--- src/dsrt_pkg.sv ---
// Shared constants for the daily schedule relay timer.
// Used by dsrt_cmp and daily_schedule_relay_timer; no dependencies.
package dsrt_pkg;

  // Default schedule table depth.
  localparam int DEPTH_DEF = 8;

  // Widths of the stored switch time and the configuration field.
  localparam int TIME_W = 17;
  localparam int CFG_W  = 4;

  // Date and time validation limits.
  localparam logic [6:0] YEAR_MIN   = 7'd20;
  localparam logic [6:0] YEAR_MAX   = 7'd30;
  localparam logic [3:0] MONTH_MAX  = 4'd12;
  localparam logic [4:0] DAY_MAX    = 5'd31;
  localparam logic [4:0] HOUR_MAX   = 5'd23;
  localparam logic [5:0] MINSEC_MAX = 6'd59;

  // Seconds-of-day weights.
  localparam logic [11:0] SECS_PER_HOUR = 12'd3600;
  localparam logic [5:0]  SECS_PER_MIN  = 6'd60;

  // Request type codes.
  localparam logic REQ_LOAD = 1'b0;
  localparam logic REQ_TICK = 1'b1;

endpackage

--- src/dsrt_ram.sv ---
// Generic single-write, single-read RAM with registered read data.
// No dependencies.
module dsrt_ram #(
  parameter int WIDTH = 8,
  parameter int DEPTH = 8
) (
  input  logic                     clk,
  input  logic                     we,
  input  logic [$clog2(DEPTH)-1:0] waddr,
  input  logic [WIDTH-1:0]         wdata,
  input  logic [$clog2(DEPTH)-1:0] raddr,
  output logic [WIDTH-1:0]         rdata
);

  logic [WIDTH-1:0] mem [DEPTH];

  // Write port and registered read port.
  always_ff @(posedge clk) begin
    if (we) begin
      mem[waddr] <= wdata;
    end
    rdata <= mem[raddr];
  end

endmodule

--- src/dsrt_cmp.sv ---
// Shared time comparator: current time against one stored switch time.
// Depends on dsrt_pkg for the time width.
module dsrt_cmp
  import dsrt_pkg::*;
(
  input  logic [TIME_W-1:0] now,
  input  logic [TIME_W-1:0] ref_time,
  output logic              lt,
  output logic              gt
);

  // One magnitude compare gives both orderings.
  assign lt = now < ref_time;
  assign gt = now > ref_time;

endmodule

--- src/daily_schedule_relay_timer.sv ---
// Top level of the daily schedule relay timer: sequencer, table RAM and comparator.
// Depends on dsrt_pkg, dsrt_ram and dsrt_cmp.
// A load, a rejected tick or a table error gives its result in the cycle after start;
// a tick walks from 0 to TABLE_DEPTH-1 table steps and stays busy until it is done,
// since each step reads two switch times through one RAM port.
// Results pulse out_valid for one cycle and cannot be stalled.
// Reset (rst_n low, synchronous) clears state, sent flags, walk index, relay, entry count and results.
module daily_schedule_relay_timer
  import dsrt_pkg::*;
#(
  parameter int TABLE_DEPTH = DEPTH_DEF
) (
  input  logic             clk,
  input  logic             rst_n,
  // Request channel
  input  logic             start,
  output logic             busy,
  input  logic             in_req_type,
  input  logic [2:0]       in_entry_index,
  input  logic             in_relay_on,
  input  logic [6:0]       in_year,
  input  logic [3:0]       in_month,
  input  logic [4:0]       in_day,
  input  logic [4:0]       in_hour,
  input  logic [5:0]       in_minute,
  input  logic [5:0]       in_second,
  // Result channel
  output logic             out_valid,
  output logic             out_time_invalid,
  output logic             out_table_error,
  output logic             out_switched,
  output logic             out_relay_level,
  output logic [2:0]       out_fired_entry,
  // Configuration channel
  input  logic             cfg_valid,
  output logic             cfg_ready,
  input  logic [CFG_W-1:0] cfg_entries_in_use
);

  localparam int WIDX  = $clog2(TABLE_DEPTH);
  localparam int CNT_W = (WIDX > CFG_W) ? WIDX : CFG_W;

  typedef enum logic [2:0] {
    S_IDLE,
    S_T0,
    S_TLAST,
    S_TI,
    S_TN
  } state_t;

  state_t                 state_r;
  logic [WIDX-1:0]        walk_r;
  logic [WIDX-1:0]        last_r;
  logic [TIME_W-1:0]      now_r;
  logic                   below_r;
  logic                   gt_r;
  logic                   lvl_r;
  logic [TABLE_DEPTH-1:0] sent_r;
  logic                   relay_r;
  logic [CFG_W-1:0]       entries_r;

  logic                   out_valid_r;
  logic                   out_time_invalid_r;
  logic                   out_table_error_r;
  logic                   out_switched_r;
  logic                   out_relay_level_r;
  logic [2:0]             out_fired_entry_r;

  logic                   accept;
  logic                   time_ok;
  logic                   table_ok;
  logic [TIME_W-1:0]      in_secs;
  logic [CNT_W-1:0]       ent_ext;
  logic [CNT_W-1:0]       last_ext;
  logic [WIDX-1:0]        last_nxt;
  logic [WIDX:0]          walk_inc;
  logic [WIDX-1:0]        walk_next;

  logic                   ram_we;
  logic [WIDX-1:0]        ram_waddr;
  logic [TIME_W:0]        ram_wdata;
  logic [WIDX-1:0]        ram_raddr;
  logic [TIME_W:0]        ram_rdata;
  logic [TIME_W-1:0]      rd_time;
  logic                   rd_level;
  logic                   cmp_lt;
  logic                   cmp_gt;

  assign busy      = (state_r != S_IDLE);
  assign cfg_ready = !busy;
  assign accept    = start && !busy;

  // Date and time validation of the incoming request.
  assign time_ok = (in_year >= YEAR_MIN) && (in_year <= YEAR_MAX) &&
                   (in_month != 4'd0) && (in_month <= MONTH_MAX) &&
                   (in_day != 5'd0) && (in_day <= DAY_MAX) &&
                   (in_hour <= HOUR_MAX) && (in_minute <= MINSEC_MAX) &&
                   (in_second <= MINSEC_MAX);
  assign table_ok = (entries_r >= CFG_W'(2)) && (int'(entries_r) <= TABLE_DEPTH);

  // Seconds of day from the request's time fields.
  assign in_secs = TIME_W'(in_hour) * TIME_W'(SECS_PER_HOUR) +
                   TIME_W'(in_minute) * TIME_W'(SECS_PER_MIN) + TIME_W'(in_second);

  // Index of the last entry in use.
  assign ent_ext  = CNT_W'(entries_r);
  assign last_ext = ent_ext - CNT_W'(1);
  assign last_nxt = last_ext[WIDX-1:0];

  // Walk index on entry to a tick: a stale index restarts at zero.
  assign walk_next = ({1'b0, walk_r} >= {1'b0, last_nxt}) ? '0 : walk_r;
  assign walk_inc  = {1'b0, walk_r} + (WIDX+1)'(1);

  // Table writes come straight from accepted load requests.
  assign ram_we    = accept && (in_req_type == REQ_LOAD) &&
                     (int'(in_entry_index) < TABLE_DEPTH);
  assign ram_waddr = WIDX'(in_entry_index);
  assign ram_wdata = {in_relay_on, in_secs};

  // Read address follows the sequencer state.
  always_comb begin
    unique case (state_r)
      S_IDLE:  ram_raddr = '0;
      S_T0:    ram_raddr = last_r;
      S_TLAST: ram_raddr = walk_r;
      S_TI:    ram_raddr = walk_inc[WIDX-1:0];
      S_TN:    ram_raddr = walk_inc[WIDX-1:0];
      default: ram_raddr = '0;
    endcase
  end

  assign rd_time  = ram_rdata[TIME_W-1:0];
  assign rd_level = ram_rdata[TIME_W];

  dsrt_ram #(
    .WIDTH(TIME_W + 1),
    .DEPTH(TABLE_DEPTH)
  ) u_table (
    .clk  (clk),
    .we   (ram_we),
    .waddr(ram_waddr),
    .wdata(ram_wdata),
    .raddr(ram_raddr),
    .rdata(ram_rdata)
  );

  dsrt_cmp u_cmp (
    .now     (now_r),
    .ref_time(rd_time),
    .lt      (cmp_lt),
    .gt      (cmp_gt)
  );

  // Sequencer, schedule state and registered results.
  always_ff @(posedge clk) begin
    if (!rst_n) begin
      state_r            <= S_IDLE;
      walk_r             <= '0;
      last_r             <= '0;
      sent_r             <= '0;
      relay_r            <= 1'b0;
      entries_r          <= '0;
      out_valid_r        <= 1'b0;
      out_time_invalid_r <= 1'b0;
      out_table_error_r  <= 1'b0;
      out_switched_r     <= 1'b0;
      out_relay_level_r  <= 1'b0;
      out_fired_entry_r  <= '0;
    end else begin
      if (cfg_valid && cfg_ready) begin
        entries_r <= cfg_entries_in_use;
      end
      unique case (state_r)
        S_IDLE: begin
          if (accept) begin
            out_time_invalid_r <= (in_req_type == REQ_TICK) && !time_ok;
            out_table_error_r  <= (in_req_type == REQ_TICK) && time_ok && !table_ok;
            out_switched_r     <= 1'b0;
            out_relay_level_r  <= relay_r;
            out_fired_entry_r  <= '0;
            now_r              <= in_secs;
            last_r             <= last_nxt;
            if ((in_req_type == REQ_TICK) && time_ok && table_ok) begin
              out_valid_r <= 1'b0;
              walk_r      <= walk_next;
              state_r     <= S_T0;
            end else begin
              // Loads and rejected ticks answer at once.
              out_valid_r <= 1'b1;
            end
          end else begin
            out_valid_r <= 1'b0;
          end
        end
        S_T0: begin
          // First switch time is on the read port.
          below_r <= cmp_lt;
          state_r <= S_TLAST;
        end
        S_TLAST: begin
          // Outside the table span the last entry applies.
          if (below_r || cmp_gt) begin
            if (!sent_r[last_r]) begin
              relay_r           <= rd_level;
              sent_r            <= TABLE_DEPTH'(1) << last_r;
              walk_r            <= '0;
              out_switched_r    <= 1'b1;
              out_relay_level_r <= rd_level;
              out_fired_entry_r <= 3'(last_r);
            end
            out_valid_r <= 1'b1;
            state_r     <= S_IDLE;
          end else begin
            state_r <= S_TI;
          end
        end
        S_TI: begin
          // Lower bound of the current interval.
          gt_r    <= cmp_gt;
          lvl_r   <= rd_level;
          state_r <= S_TN;
        end
        S_TN: begin
          // Upper bound decides: fire, step on, or stop.
          if (gt_r && cmp_lt) begin
            if (!sent_r[walk_r]) begin
              relay_r           <= lvl_r;
              sent_r            <= TABLE_DEPTH'(1) << walk_r;
              out_switched_r    <= 1'b1;
              out_relay_level_r <= lvl_r;
              out_fired_entry_r <= 3'(walk_r);
            end
            out_valid_r <= 1'b1;
            state_r     <= S_IDLE;
          end else if (!cmp_lt) begin
            if (walk_inc >= {1'b0, last_r}) begin
              walk_r      <= '0;
              out_valid_r <= 1'b1;
              state_r     <= S_IDLE;
            end else begin
              walk_r  <= walk_inc[WIDX-1:0];
              state_r <= S_TI;
            end
          end else begin
            out_valid_r <= 1'b1;
            state_r     <= S_IDLE;
          end
        end
        default: state_r <= S_IDLE;
      endcase
    end
  end

  assign out_valid        = out_valid_r;
  assign out_time_invalid = out_time_invalid_r;
  assign out_table_error  = out_table_error_r;
  assign out_switched     = out_switched_r;
  assign out_relay_level  = out_relay_level_r;
  assign out_fired_entry  = out_fired_entry_r;

`ifndef SYNTH
  // A result is only issued while the sequencer is idle.
  assert property (@(posedge clk) disable iff (!rst_n) out_valid |-> !busy)
    else $error("result issued while sequencer busy");

  // A fired entry never comes with a rejected request.
  assert property (@(posedge clk) disable iff (!rst_n)
    (out_valid && out_switched) |-> (!out_time_invalid && !out_table_error))
    else $error("fire reported together with an error");

  // At most one entry is marked as sent.
  assert property (@(posedge clk) disable iff (!rst_n) $onehot0(sent_r))
    else $error("more than one sent flag set");

  // During a walk the index stays below the last entry in use.
  assert property (@(posedge clk) disable iff (!rst_n) busy |-> (walk_r < last_r))
    else $error("walk index beyond last entry");

  // A fire always reports the new relay level.
  assert property (@(posedge clk) disable iff (!rst_n)
    (out_valid && out_switched) |-> (out_relay_level == relay_r))
    else $error("reported relay level differs from relay state");
`endif

endmodule
--- config.mk ---
export PLATFORM = sky130hd
export DESIGN_NAME = daily_schedule_relay_timer
export DESIGN_NICKNAME = d
export VERILOG_FILES = /design/src/dsrt_pkg.sv /design/src/dsrt_ram.sv /design/src/dsrt_cmp.sv /design/src/daily_schedule_relay_timer.sv
export SDC_FILE = /design/constraint.sdc
export NUM_CORES = 1
export LEC_CHECK = 0
export BUFFER_PORTS_ARGS = -buffer_cell sky130_fd_sc_hd__buf_2
export CORE_MARGIN = 1
export CORE_UTILIZATION = 66
export DETAILED_ROUTE_END_ITERATION = 7
export GPL_ROUTABILITY_DRIVEN = 0
export PLACE_DENSITY_LB_ADDON = 0.3
export SLEW_MARGIN = 15
export SYNTH_ARGS = -nofsm -noshare
export SYNTH_HDL_FRONTEND = slang
export SYNTH_HIERARCHICAL = 1
export SYNTH_SLANG_ARGS = --single-unit
export TNS_END_PERCENT = 20
--- constraint.sdc ---
create_clock -name clk -period 14.03 [get_ports clk]
set_clock_uncertainty 0.15 [all_clocks]
set_input_delay 0.7015 -clock clk [delete_from_list [all_inputs] [get_ports clk]]
set_output_delay 0.7015 -clock clk [all_outputs]
set_load 0.01 [all_outputs]
**After elaboration in Yosys (flattened, before gate mapping)**

Memories as Yosys holds them, arrays and structs flattened. A register that Yosys moved wholly into a read port is not among the register bits.
Cells that the tools add are included.

- Add/sub/neg operators: 4
- $mul: 2
- $lt $le $gt $ge: 15
- Equality and inequality tests: 14
- Shift operators: 2
- Muxes and demuxes: 54
- Bitwise gates (word level): 1
- Reductions and logical operators: 37

Operators by type and width:

| kind | count |
|---|---|
| 3-bit two-way mux | 17 |
| 8-bit two-way mux | 4 |
| 3-bit case mux with 3 select lines | 3 |
| 1-bit two-way mux | 20 |
| 2-bit inequality test, second input constant | 9 |
| 17-bit by 12-bit adder with 17-bit output | 1 |
| 17-bit by 6-bit adder with 17-bit output | 1 |
| 17-bit > comparator | 1 |
| 1-bit logical AND | 17 |
| 17-bit < comparator | 1 |
| 8-bit case mux with 2 select lines | 1 |
| 1-bit by 3-bit << shifter with 8-bit output, first input constant | 2 |
| 3-bit case mux with 5 select lines | 1 |
| 5-bit by 8-bit multiplier with 13-bit output, second input constant | 1 |
| 6-bit <= comparator, second input constant | 2 |
| 5-bit <= comparator, second input constant | 2 |
| 6-bit by 4-bit multiplier with 10-bit output, second input constant | 1 |
| 1-bit case mux with 3 select lines | 3 |
| 4-bit <= comparator, second input constant | 2 |
| 3-bit by 4-bit < comparator with 1-bit output, second input constant | 2 |
| 2-bit AND reduction | 4 |
| 8-bit AND reduction | 1 |
| 7-bit by 5-bit >= comparator with 1-bit output, second input constant | 1 |
| 7-bit by 5-bit <= comparator with 1-bit output, second input constant | 1 |
| other kinds (24) | 31 |

- Bits in registers: 50
- Bits in writable memories: 144
- Input bits: 46
- Output and inout bits: 10
- Word-level logic and storage cells: 146
- Memories: 1

Memory list:

| name | words | width | rd ports | clocked after Yosys merged registers in | write ports | RTL line | source |
|---|---|---|---|---|---|---|---|
| u_table.mem | 8 | 18 | 1 | 1 | 1 | dsrt_ram.sv:15 | `logic [WIDTH-1:0] mem [DEPTH];` |

**Depth between registers and ports, before layout**

- Depth after elaboration: 14
- Mapped depth: 19
- Gate-level depth less buffers: 19

**Cells and area by module**

The synthesis kept the hierarchy.

By module, submodules not included:

| module | instances | cells an instance | area each (µm²) | seq. area each (µm²) |
|---|---|---|---|---|
| dsrt_ram | 1 | 239 | 5964.5 | 4684.5 |
| daily_schedule_relay_timer | 1 | 445 | 4209.0 | 1201.2 |
| dsrt_cmp | 1 | 61 | 445.4 | 0.0 |

**Worst setup path after synthesis**

Ideal clock, no wire load.

- Kind: input to register
- Start point: input in_minute[3]
- End point: register now_r[16], data pin
- Library setup time: 0.243 ns
- Arrival time: 4.681 ns
- Required time: 13.637 ns
- Path slack: 8.957 ns
- Stages on the path: 18
- Path buffers: 0
- Cell sequence: inv_1 fa_1 fa_1 inv_1 ha_1 a21oi_1 nand2b_1 a21oi_1 o41ai_1 xnor2_1 ha_1 ha_1 and3_1 a21oi_1 o311ai_0 a21oi_1 nor3_1 xnor2_1

- Word-level cells in the longest chain between the ends: 3

RTL lines:

| item | RTL line | source |
|---|---|---|
| start: declaration | daily_schedule_relay_timer.sv:25 | `input logic [5:0] in_minute,` |
| 6-bit by 4-bit multiplier with 10-bit output | daily_schedule_relay_timer.sv:103 | `TIME_W'(in_minute) * TIME_W'(SECS_PER_MIN) + TIME_W'(in_second);` |
| 17-bit by 12-bit adder with 17-bit output | daily_schedule_relay_timer.sv:102 | `assign in_secs = TIME_W'(in_hour) * TIME_W'(SECS_PER_HOUR) +` |
| 17-bit by 6-bit adder with 17-bit output | daily_schedule_relay_timer.sv:103 |  |
| net in_secs[16] | daily_schedule_relay_timer.sv:72 | `logic [TIME_W-1:0] in_secs;` |
| end signal: assignment | daily_schedule_relay_timer.sv:181 | `now_r <= in_secs;` |
| end: declaration | daily_schedule_relay_timer.sv:54 | `logic [TIME_W-1:0] now_r;` |

The timed path passes the listed nets, and every way through them passes these cells.
A chain may end at the register's enable or synchronous reset.

**Final worst setup path**

- Start point: input in_minute[3]
- End point: memory u_table/mem[3][14] (netlist name), data pin

- Word-level cells in the longest chain between the ends: 3

RTL lines:

| item | RTL line |
|---|---|
| 6-bit by 4-bit multiplier with 10-bit output | daily_schedule_relay_timer.sv:103 |
| 17-bit by 12-bit adder with 17-bit output | daily_schedule_relay_timer.sv:102 |
| 17-bit by 6-bit adder with 17-bit output | daily_schedule_relay_timer.sv:103 |
| net in_secs[14] | daily_schedule_relay_timer.sv:72 |
| end: declaration | dsrt_ram.sv:15 |

The timed path passes the listed nets, and every way through them passes these cells.

==> out/results.ini <==
[floorplanning]
num_rows = 46
die_w_um = 129
dieArea_mm2 = 0.0166
core_mm2 = 0.0158
ios = 56
fp.dieH_um = 129
start_util_pct = 67.3

[drt]
drtIter0Drc = 503
totalWireLength_um = 21900
wl_per_cell_um = 21.0
vias = 6402
ant_nets = 0
drtPass1Iterations = 5
drc = 0
viasPerCell = 6.16

[timing]
hold_ws_ns = 0.313
drv_slew = 0
setup_viol = 0
relSlewSlack_pct = 35.1
max_freq_mhz = 188
hold_viol = 0
period_needed_ns = 5.31
fin_ws_ns = 8.72
period_share_pct = 37.9
tightest_slew_ns = 0.969
setup_tns_ns = 0
grt_setup_unrepaired = no

[layout]
drive_gt1_share_pct = 16.0
final_nets = 953
stdcell_area_mm2 = 0.0118
area_growth_pct = 11.3
diodes = 0

[global_routing]
grt_pass1_vias = 6494
grt_max_degree = 37
grtUsageTotal_pct = 27.6
grt_pass1_wl_um = 34300
antenna_found_initial = 0
grt_overflow = 0

[synth]
syn_nets = 888
synth_common_cells = edfxtp_1 (164), ha_1 (82), inv_1 (67)
synth.distinct_cells = 64
synth.cell_area_mm2 = 0.0106
synth_edf_count = 164
ys_ff_latch = 212
yosys.area.top_type_share_pct = 46.4
synthCells = 745
async_flop_share_pct = 0
synth_ff_type = edfxtp_1
synth_top_area_cell = edfxtp_1
ys_seq_area_share_pct = 55.4
synth_warnings = 6
post-synth-top-count-cell = edfxtp_1
ys_top_cells_by_area = edfxtp_1 (46%), ha_1 (9.7%), mux4_1 (9.2%)
syn_area_per_cell_um2 = 14.3

[place]
dp_slack_ns = 8.31
place_area_mm2 = 0.0111
port-buffer-count = 55
dp_hpwl_um = 13800

[setup_path]
crit_path_frequent_cell = a21oi_1
cp.arrival_ns = 5.37
cp-start-kind = input pin
r2r_end = u_table/rdata[14]$_DFF_P_
path_cells = buf_2 -> inv_1 -> fa_1 -> fa_1 -> inv_1 -> ha_1 -> a21oi_1 -> nand2b_1 -> a21oi_1 -> o41ai_1 -> xnor2_1 -> ha_1 -> ha_1 -> and3_1 -> a21oi_1 -> o311ai_0 -> a21oi_1 -> nor2_1 -> xnor2_1
cp_slowest_stage_delay_ns = 0.52
slowest_stage = fa_1
worst_setup_path_end_kind = flip-flop
startpoint = in_minute[3]
cp.depth = 19
r2r_setup_slack_ns = 10.44
required_ns = 14.09
rr_startpoint = state_r[2]$_SDFFE_PN0N_
path_buf_inv = 3
worstSetupPathType = in -> reg
cpLargestDelayFamily = adder cells
r2r_cells = 6
endpoint = u_table/mem[3][14]$_DFFE_PP_
path_max_fanout = 9

[pwr]
powerDensity_mw_per_mm2 = 155
vdd_ir_drop_max_v = 0.000102
p_leak_nw = 4.65

[clocking]
clk_pin_slew_ns = 0.06
insertion_delay_ns = 0.49
cts_tree = built
root_buffer = clkbuf_16
clock-sinks = 212
h-tree-depth = 1
cts_buffers = 21
max-clock-path-buffers = 3
post_cts_buffers = 0
post_cts_resized = 0
cts_hold_buffers = 0

[min_path]
worstHoldPathType = in -> reg

[outcome]
status = complete, no violations

[run]
max_cap_viol_count = 0

worst min-delay path, delay by kind of cell:
family / cells / cell delay, ns
and+or+nand+nor: 1 / 0.07
muxes: 1 / 0.06
buffers and inverters: 1 / 0.08
metrics by stage:
step,total power [mW],util [%],instances
finish,1.83,74.9,1040
global route,1.90,74.9,1040
CTS,1.83,74.9,1040
detailed placement,1.26,70.6,1003
global placement,1.23,70.6,1003
floorplan,1.14,-,745
placed cells by master (no fill, tap or decap), types with 10 or more instances in the layout:
master / synthesis / layout
dfxtp_1: 48 / 48
buf_2: 4 / 55
xnor2_1: 17 / 17
fa_1: 15 / 15
inv_1: 67 / 67
nand2_1: 40 / 40
clkbuf_16: 0 / 21
mux4_1: 37 / 37
buf_4: 0 / 12
edfxtp_1: 164 / 164
ha_1: 82 / 82
mux2_2: 18 / 18
nor2_1: 37 / 37
o21ai_0: 21 / 19
a21oi_1: 27 / 27
nand3_1: 13 / 13
a21o_1: 10 / 10
flip-flops by register name (all words and copies together) (netlist names), 3 cells and up:
register         flops
walk_r               3
u_table/mem        144
sent_r               8
last_r               3
out_fired_entry      3
now_r               17
ent_ext              4
u_table/rdata       18
state_r              3
cell type report:
class | count | area (um^2)
fill | 938 | 3950
timing repair buffer | 67 | 365
clock inverter | 11 | 135
clock buffer | 26 | 554
sequential | 212 | 5890
inverter | 67 | 251
multi-input combinational | 441 | 4360
tap | 216 | 270
layer usage:
layer	share of wire [%]	global-route usage [%]
met4	2.3	9.07
met2	51	48.6
met3	5.9	3.16
met1	41	36.0
met5	0	0
power breakdown:
group / switching [mW] / leakage, nW / internal, mW
Combinational: 0.276 / 2.42 / 0.135
Sequential: 0.0139 / 1.89 / 0.841
Clock: 0.227 / 0.341 / 0.336
cells by family (layout without fill, tap and decap cells):
group | after synthesis | after routing | share of synthesized area, %
muxes | 64 | 64 | 12.3
and+or+nand+nor | 146 | 146 | 6.98
xor gates and xnor gates | 23 | 23 | 1.90
DFF | 212 | 212 | 55.4
buffers and inverters | 92 | 171 | 3.82
AOI/OAI and AO/OA | 111 | 111 | 7.13
adders and majority gates | 97 | 97 | 12.5
worst min-delay path by stage:
stage / startpoint / slack, ns / to / cells after the start
after floorplan: u_table/rdata[17]$_DFF_P_ / 0.28 / lvl_r$_DFFE_PP_ / 0
after global placement: out_time_invalid$_SDFFE_PN0P_ / 0.30 / out_time_invalid$_SDFFE_PN0P_ / 2
after detailed placement: out_time_invalid$_SDFFE_PN0P_ / 0.32 / out_time_invalid$_SDFFE_PN0P_ / 2
after CTS: cfg_entries_in_use[2] / 0.30 / ent_ext[2]$_SDFFE_PN0P_ / 3
after global routing: cfg_entries_in_use[0] / 0.32 / ent_ext[0]$_SDFFE_PN0P_ / 3
final: cfg_entries_in_use[2] / 0.31 / ent_ext[2]$_SDFFE_PN0P_ / 3
(Power assumes the default switching activity.)
